## src/hw/rtl/kpq_pkg.sv

```systemverilog
// Package: shared types, constants and the command struct for the pose block
`timescale 1ns / 1ps
package kpq_pkg;
    localparam int KeyW   = 12;
    localparam int DtW    = 20;
    localparam int RateW  = 24;
    localparam int AngW   = 24;
    localparam int PosW   = 32;
    localparam int QW     = 16;
    localparam int CfgIdxW = 1;

    localparam logic [CfgIdxW-1:0] CFG_ROT_RATE   = 1'b0;
    localparam logic [CfgIdxW-1:0] CFG_TRANS_RATE = 1'b1;

    localparam logic [RateW-1:0] ROT_RATE_RST   = 24'd1335089;
    localparam logic [RateW-1:0] TRANS_RATE_RST = 24'd65536;

    localparam logic [31:0] SIN_A = 32'd1686629713;
    localparam logic [31:0] SIN_B = 32'd688904866;
    localparam logic [31:0] SIN_C = 32'd76016977;

    // datapath operation codes
    typedef enum logic [3:0] {
        OP_NONE,
        OP_INC,      // compute both increments
        OP_UPDATE,   // step angles and positions
        OP_TRIG_LD,  // load phase for trig slot
        OP_SQ,       // x2 = x*x >> 30
        OP_T1,       // t = B - (C*x2 >> 30)
        OP_T2,       // t = A - (x2*t >> 30)
        OP_T3,       // t = x*t >> 30, round, sign, store slot
        OP_PROD1,    // pair products for quaternion term
        OP_PROD2,    // triple products, sum, round, store
        OP_OUT       // latch result item
    } op_t;

    typedef struct packed {
        op_t        op;
        logic [2:0] slot;   // trig slot 0..5 or quat part 0..3
    } cmd_t;
endpackage

```

## src/hw/rtl/kpq_ctrl.sv

```systemverilog
// Controller: sequences one item through the datapath
`timescale 1ns / 1ps
module kpq_ctrl (
    input  logic          clk,
    input  logic          rst_n,
    input  logic          in_valid,
    output logic          in_ready,
    output logic          out_valid,
    input  logic          out_ready,
    output kpq_pkg::cmd_t cmd
);
    import kpq_pkg::*;

    typedef enum logic [3:0] {
        S_IDLE, S_INC, S_UPD, S_LD, S_SQ, S_T1, S_T2, S_T3, S_P1, S_P2, S_OUT
    } state_t;

    state_t     state_reg;
    logic [2:0] slot_reg;
    logic       out_valid_reg;

    assign in_ready  = (state_reg == S_IDLE) && !out_valid_reg;
    assign out_valid = out_valid_reg;

    always_comb
    begin
        cmd.slot = slot_reg;
        unique case (state_reg)
            S_INC:   cmd.op = OP_INC;
            S_UPD:   cmd.op = OP_UPDATE;
            S_LD:    cmd.op = OP_TRIG_LD;
            S_SQ:    cmd.op = OP_SQ;
            S_T1:    cmd.op = OP_T1;
            S_T2:    cmd.op = OP_T2;
            S_T3:    cmd.op = OP_T3;
            S_P1:    cmd.op = OP_PROD1;
            S_P2:    cmd.op = OP_PROD2;
            S_OUT:   cmd.op = OP_OUT;
            default: cmd.op = OP_NONE;
        endcase
    end

    always_ff @(posedge clk or negedge rst_n)
    begin
        if (!rst_n)
        begin
            state_reg     <= S_IDLE;
            slot_reg      <= '0;
            out_valid_reg <= 1'b0;
        end
        else
        begin
            if (out_valid_reg && out_ready)
                out_valid_reg <= 1'b0;
            unique case (state_reg)
                S_IDLE:
                    if (in_valid && in_ready)
                        state_reg <= S_INC;
                S_INC: state_reg <= S_UPD;
                S_UPD:
                begin
                    slot_reg  <= '0;
                    state_reg <= S_LD;
                end
                S_LD: state_reg <= S_SQ;
                S_SQ: state_reg <= S_T1;
                S_T1: state_reg <= S_T2;
                S_T2: state_reg <= S_T3;
                S_T3:
                    if (slot_reg == 3'd5)
                    begin
                        slot_reg  <= '0;
                        state_reg <= S_P1;
                    end
                    else
                    begin
                        slot_reg  <= slot_reg + 3'd1;
                        state_reg <= S_LD;
                    end
                S_P1: state_reg <= S_P2;
                S_P2:
                    if (slot_reg == 3'd3)
                        state_reg <= S_OUT;
                    else
                    begin
                        slot_reg  <= slot_reg + 3'd1;
                        state_reg <= S_P1;
                    end
                S_OUT:
                begin
                    out_valid_reg <= 1'b1;
                    state_reg     <= S_IDLE;
                end
                default: state_reg <= S_IDLE;
            endcase
        end
    end
endmodule

```

## config.mk

```make
export PLATFORM = sky130hd
export DESIGN_NAME = kpq_ctrl
export DESIGN_NICKNAME = d
export VERILOG_FILES = /design/src/hw/rtl/kpq_pkg.sv /design/src/hw/rtl/kpq_ctrl.sv
export SDC_FILE = /design/constraint.sdc
export NUM_CORES = 1
export LEC_CHECK = 0
export ABC_AREA = 1
export BUFFER_PORTS_ARGS = -buffer_cell sky130_fd_sc_hd__buf_2
export CORE_AREA = 4 4 41 43
export CTS_CLUSTER_SIZE = 24
export DETAILED_ROUTE_END_ITERATION = 6
export DIE_AREA = 0 0 45 47
export GPL_ROUTABILITY_DRIVEN = 0
export PLACE_DENSITY = 0.68
export SLEW_MARGIN = 30
export SYNTH_ARGS = -nofsm -noshare
export SYNTH_HDL_FRONTEND = slang
export SYNTH_SLANG_ARGS = --single-unit
```

## constraint.sdc

```tcl
create_clock -name clk -period 1.3 [get_ports clk]
set_input_delay 0.065 -clock clk [delete_from_list [all_inputs] [get_ports clk]]
set_output_delay 0.065 -clock clk [all_outputs]
set_load 0.03 [all_outputs]
```

==> results.txt, run 1 <==
----------------------------------------------------
[Status]
  Status ... finished, final reports clean

[STA]
  Hold Vio Cnt, Final ... 0
  Time the worst path needs with I/O delays and setup ... 1.28 ns
  Setup TNS ... 0 ns
  Unrepaired setup endpoints after global routing ... true
  Endpoints failing setup ... 0
  Fmax achieved ... 782 MHz
  Clock tree skew after final layout ... 0.00652 ns
  Relative slew margins ... 0.870
  Final max-slew violation count ... 0
  Final Hold Slack ... 0.181 ns
  Final period utilization ... 0.984
  Actual transition at the worst max-transition pin ... 0.194 ns

[Yosys]
  Synth Area in Simple Gates ... 0.445
  Compound-gate portion of the synthesized area ... 0.0619
  Cell Area, Synth ... 566 um^2
  Unique cell type count in the Yosys netlist ... 18
  Top-area cell type share of the netlist area ... 0.354
  Biggest area consumer among synthesized cells ... dfrtp_1
  Synth Warn # ... 0
  Main combinational cell family by area after synthesis ... simple AND/OR/NAND/NOR gates
  Parity-gate share of the synthesized area counting xor and xnor cells ... 0
  Largest cells by area after synthesis ... dfrtp_1, nand2_1, ha_1, nand3_1, inv_1
  Share of synthesized area occupied by flip-flops and latches ... 0.354
  Number of synthesized register bits ... 8
  Adder-Cell Fraction of Synth Area ... 0.0664
  Gate count after technology mapping ... 80
  Mux share of post-synthesis cell area ... 0
  Synthesized netlist net count ... 87
  Average cell area after synthesis ... 7.07 um^2

[Layout]
  Share of post-route cells with drive strength above 1 ... 0.564
  Finished Cell Area ... 910 um^2
  Net count, final ... 118
  Number of flip-flops in the largest register ... 4
  Number of diodes added for antenna fixing ... 0
  Layout overhead on the synthesized area ... 60.8%

[Clocking]
  Root buf cell ... clkbuf_4
  CTS tree ... built
  Sink count of the clock tree ... 8
  Clock tree buffer depth ... 2
  Clock input transition at the sequential cells of the worst setup and hold paths ... 0.05 ns
  Number of H-tree levels ... 1
  Clock buffers created by TritonCTS ... 3
  Clock insertion delay at the later pin of the skew report ... 0.24 ns

[Global route]
  Via count of the first global-routing pass ... 576
  Met2 layer usage reported by global route ... 0.271
  Largest net degree at the start of global routing ... 9
  Global route hottest layer ... met2
  Overall fraction of global-route tracks in use ... 0.162
  Grt ovf ... 0
  Met3 Track Usage GR ... 0.0230
  First-pass GRT wire length ... 2480 um
  Met1 demand-to-capacity share in global routing ... 0.215
  Initial antenna violation count ... 0

[Critical path]
  Delay of the slowest cell on the worst path ... 0.46 ns
  Critical-path top delay cell ... dfrtp_2
  Launching element type of the critical path ... flip-flop
  Required time reported for the critical path endpoint ... 1.24 ns
  Worst R2R Setup Slack ... 0.03 ns
  Arrival time reported for the critical path endpoint ... 1.21 ns
  Crit path max fanout ... 6
  Cell breakdown of the critical path ... nor2_4 -> nand2_2 -> o21ai_2 -> buf_6
  Endpoint of the worst-slack reg-to-reg timing path ... slot_reg[2]
  Sort of element at the end of the critical path ... output pin
  R2R cell count ... 6
  Worst Path Class, Setup ... flip-flop to output pin
  Startpoint of the most critical register-to-register path ... slot_reg[0]

[Route]
  DRT iter0 DRCs ... 23
  Residual antenna-violating net count after detailed routing ... 0
  Total number of vias ... 643
  Wire length per cell ... 13.5 um
  Final wirelength ... 1680 um
  Routed vias/inst ... 5.14
  First-pass iteration count of the detailed router ... 4
  Post-route DRC ... 0

[Floorplan]
  Standard cell core area ... 1300 um^2
  Number of rows in the core area ... 13
  DIE AREA ... 2120 um^2
  Vert. Die Dim ... 47 um
  Top-level I/O count ... 13
  Die width ... 45 um
  Initial Utilization ... 0.435

[Pwr]
  Worst voltage drop across the vdd grid ... 1.50 mV
  Leakage power figure ... 0.447 nW
  PD cells ... 2120 nW/um^2

[Run]
  Number of max-capacitance violations reported ... 0

[Placement]
  Half-perimeter wire length after placement ... 1050 um
  PortBufs ... 12
  Standard cell area after detailed placement ... 698 um^2

[Hold path]
  Type of the tightest min-delay check ... primary input to async pin

----------------------------------------------------
-- routing by layer --
metal,up-vias,share of wire
met5,-,0
met1,288,0.42
met2,27,0.52
met3,4,0.042
met4,0,0.017
li1,324,-
-- placed cells by master, fill, tap and decap left out, drive strengths merged --
cell / Yosys / final
nor4: 1 / 1
dlygate4sd3: 0 / 2
and2: 1 / 1
nor3: 1 / 1
inv: 11 / 11
clkbuf: 0 / 5
nand3b: 3 / 3
nand4: 2 / 2
nand3: 8 / 8
o21ai: 7 / 7
nor2: 9 / 9
dfrtp: 8 / 8
buf: 0 / 23
nand2: 26 / 26
ha: 3 / 3
-- cells in the mapped netlist --
cell / number
nand2_1: 25
dfrtp_1: 8
inv_1: 7
nand3_1: 6
nor2_1: 5
o21ai_0: 5
inv_2: 4
ha_1: 3
nand3b_1: 3
nor2_2: 3
nand3_2: 2
nand4_1: 2
o21ai_1: 2
and2_1: 1
nand2_2: 1
nor2_4: 1
nor3_1: 1
nor4_1: 1
-- final cells by class --
class                           instances  area, um^2
Clock buffer                            4        26.3
Fill cell                             105         392
Inverter                               11        46.3
Multi-Input combinational cell         61         420
Sequential cell                         8         208
Tap cell                               15        18.8
Timing Repair Buffer                   26         190
-- kinds of logic after synthesis --
kind of cell / after synthesis
AND/OR/NAND/NOR: 51
buffers and inverters: 11
AO/OA/AOI/OAI: 7
flip-flops: 8
adder cells (fa/ha/maj): 3
-- critical path: cells and delay by family, from the launching register on --
family	cells	cell delay (ns)
AOI/OAI and AO/OA	1	0.09
buffers and inverters	1	0.16
and+or+nand+nor	2	0.26
DFF	1	0.46
-- timing repair --
| item | 4_1_cts | 5_1_grt |
|---|---|---|
| endpoints found under the hold margin | 9 | 0 |
| hold buffers | 2 | 0 |
| gates resized for setup | 9 | 25 |
| buffers inserted | 5 | 5 |
| cloned | 0 | 0 |
| pin swaps | 2 | 6 |
| setup endpoints to repair | 4 | 8 |
-- worst max-delay path by stage --
stage	from	end	slack (ns)	cells after the start
2_1_floorplan	state_reg[3]	cmd[6]	-0.05	2
3_3_place_gp	slot_reg[0]	slot_reg[2]	0.04	6
3_5_place_dp	slot_reg[0]	slot_reg[2]	0.03	6
4_1_cts	state_reg[1]	cmd[6]	-0.008	4
5_1_grt	state_reg[0]	cmd[6]	-0.04	4
6_report	state_reg[2]	cmd[3]	0.02	4
-- report_power, final --
group          total, mW  switching [mW]  internal, mW
Clock              0.189          0.0721         0.117
Combinational       1.26           0.750         0.510
Sequential         0.482           0.144         0.338
Total               1.93           0.966         0.965
-- stage by stage --
| stage | worst slack (ns) | util | std cells | power [mW] |
|---|---|---|---|---|
| after floorplan | -0.0476 | - | 80 | 1.08 |
| after CTS | -0.00809 | 0.620 | 120 | 1.64 |
| after global placement | 0.0391 | 0.537 | 109 | 1.30 |
| after global routing | -0.0406 | 0.699 | 125 | 2.09 |
| after detailed placement | 0.0313 | 0.537 | 109 | 1.30 |
| final | 0.0211 | 0.699 | 125 | 1.93 |
Power figures use the tool's default switching activity.
==> run 2: changes to the inputs <==
Settings changed: CELL_PAD_IN_SITES_DETAIL_PLACEMENT from default to 1, CELL_PAD_IN_SITES_GLOBAL_PLACEMENT from default to 1, CORE_AREA 4 4 41 43 to default, CORE_ASPECT_RATIO from default to 0.8, CORE_MARGIN from default to 4, CORE_UTILIZATION from default to 32, DIE_AREA 0 0 45 47 to default, PLACE_DENSITY 0.68 to default, PLACE_DENSITY_LB_ADDON from default to 0.1.
==> run 2 against run 1 <==
Effect of this change: the flow now finishes with violations (negative hold slack, negative setup slack); die area rose by 19%; non-clock buffer count up 1; sequential share of layout area decreased by 0.12 points; via count increased by 5.4%; count of clock-buffer cells in the layout did not move; routed wire length increased by 23%; maximum frequency shrank 4.8%; setup slack got worse by 0.065 ns; core utilization fell by 14 points; critical path type is now flip-flop to flip-flop; critical endpoint is now slot_reg[2].
==> results.txt, run 2 (synthesis gave the netlist of run 1 again) <==
----------------------------------------------------
[Status]
  Status ... finished with violations
  Violated checks ... negative hold slack, negative setup slack

[Layout]
  Number of flip-flops in the largest register ... 4
  Net count, final ... 119
  Commonest cells after routing, fill and taps aside ... nand2_1, buf_4, buf_2
  Final Util ... 0.557
  Total of fill cells in the finished design ... 222
  Finished Cell Area ... 915 um^2
  Commonest non-fill, non-tap cell in the layout ... nand2_1
  Number of diodes added for antenna fixing ... 0
  Share of post-route cells with drive strength above 1 ... 0.532
  Layout overhead on the synthesized area ... 61.7%

[Global route]
  Overall fraction of global-route tracks in use ... 0.146
  First-pass GRT wire length ... 2620 um
  Initial antenna violation count ... 0
  Via count of the first global-routing pass ... 602
  Grt ovf ... 0
  Largest net degree at the start of global routing ... 9

[Clocking]
  Number of H-tree levels ... 1
  Root buf cell ... clkbuf_4
  Clock input transition at the sequential cells of the worst setup and hold paths ... 0.06 ns
  Sink count of the clock tree ... 8
  Clock insertion delay at the later pin of the skew report ... 0.25 ns
  Clock tree buffer depth ... 2
  CTS tree ... built
  Clock buffers created by TritonCTS ... 3

[Placement]
  PortBufs ... 12
  Standard cell area after detailed placement ... 737 um^2
  Half-perimeter wire length after placement ... 1340 um

[STA]
  Endpoints failing setup ... 6
  Final Hold Slack ... -0.00499 ns
  Final period utilization ... 1.03
  Clock tree skew after final layout ... 0.00626 ns
  Time the worst path needs with I/O delays and setup ... 1.34 ns
  Unrepaired setup endpoints after global routing ... true
  Relative slew margins ... 0.847
  Final WS setup ... -0.0436 ns
  Actual transition at the worst max-transition pin ... 0.229 ns
  Hold Vio Cnt, Final ... 1
  Fmax achieved ... 744 MHz
  Final max-slew violation count ... 0

[Route]
  First-pass iteration count of the detailed router ... 4
  Residual antenna-violating net count after detailed routing ... 0
  DRT iter0 DRCs ... 21
  Total number of vias ... 678
  Final wirelength ... 2080 um
  Wire length per cell ... 15.6 um
  Post-route DRC ... 0
  Routed vias/inst ... 5.10

[Critical path]
  Sort of element at the end of the critical path ... flip-flop
  Delay of the slowest cell on the worst path ... 0.45 ns
  Startpoint of the most critical register-to-register path ... state_reg[3]
  Worst Path Class, Setup ... flip-flop to flip-flop
  Critical-path top delay cell ... dfrtp_2
  Crit path max fanout ... 5
  Worst R2R Setup Slack ... -0.04 ns
  Arrival time reported for the critical path endpoint ... 1.48 ns
  Cell seen most often among critical-path stages ... nand2_1
  Launching element type of the critical path ... flip-flop
  R2R cell count ... 7
  Required time reported for the critical path endpoint ... 1.44 ns
  Endpoint of the worst-slack reg-to-reg timing path ... slot_reg[2]
  Cell breakdown of the critical path ... buf_4 -> nor2_1 -> nand2_1 -> nand3_2 -> nand2_2 -> nand2_1 -> nand2_1

[Floorplan]
  Top-level I/O count ... 13
  Die width ... 55 um
  Initial Utilization ... 0.344
  Number of rows in the core area ... 13
  Standard cell core area ... 1640 um^2
  DIE AREA ... 2510 um^2
  Vert. Die Dim ... 45.6 um

[Hold path]
  Hold Crit Endpoint ... out_valid
  Type of the tightest min-delay check ... primary input to flip-flop
  Source of the worst hold timing path ... out_ready
  Cells on Worst Hold Path ... 2

[Pwr]
  PD cells ... 2120 nW/um^2
  Worst voltage drop across the vdd grid ... 1.37 mV
  Total power ... 1.94 mW
  Leakage power figure ... 0.454 nW

[Run]
  Number of max-capacitance violations reported ... 0

----------------------------------------------------
run 2: through the flow:
step | setup WS [ns] | setup TNS (ns) | instances
2_1_floorplan | -0.0476 | -0.0476 | 80
4_1_cts | -0.0354 | -0.0714 | 126
5_1_grt | -0.100 | -0.701 | 133
3_3_place_gp | 0.0285 | 0 | 120
3_5_place_dp | 0.0270 | 0 | 120
6_report | -0.0436 | -0.154 | 133
run 2: worst max path at each step:
stage / startpoint / end / slack (ns) / depth (start not counted)
after CTS: state_reg[3] / in_ready / -0.04 / 3
after global placement: slot_reg[0] / slot_reg[2] / 0.03 / 6
after floorplan: state_reg[3] / cmd[6] / -0.05 / 2
final: state_reg[3] / slot_reg[2] / -0.04 / 7
after global routing: state_reg[3] / slot_reg[2] / -0.1 / 7
after detailed placement: slot_reg[0] / slot_reg[2] / 0.03 / 6
run 2: per-layer routing:
| metal | GRT usage | part of all wire | up-vias |
|---|---|---|---|
| met5 | 0 | 0 | - |
| met4 | 0.0437 | 0 | 0 |
| met3 | 0.00984 | 0.033 | 0 |
| met2 | 0.224 | 0.48 | 10 |
| met1 | 0.217 | 0.49 | 344 |
| li1 | - | - | 324 |
run 2: critical path: cells and delay by family (launching register included):
kind	cells	cell delay [ns]
buffers and inverters	1	0.16
DFF	1	0.45
and+or+nand+nor	6	0.63
run 2: final cells by class:
class                           count  area [um^2]  area share
Timing Repair Buffer               27          203       0.222
Sequential cell                     8          208       0.227
Inverter                           11         46.3      0.0506
Clock buffer                        4         26.3      0.0287
Tap cell                           22         27.5      0.0301
Multi-Input combinational cell     61          404       0.442
run 2: where the power goes:
part | internal, mW | switching, mW | leakage (nW)
Sequential | 0.338 | 0.161 | 0.0961
Combinational | 0.488 | 0.748 | 0.343
Clock | 0.117 | 0.0827 | 0.0150
Total | 0.943 | 0.992 | 0.454
run 2: timing repair:
action	4_1_cts	5_1_grt
setup buffers	1	7
hold buffers	1	0
pin swaps	1	2
endpoints found under the setup margin	4	8
hold endpoints to repair	8	0
resized for setup	11	19
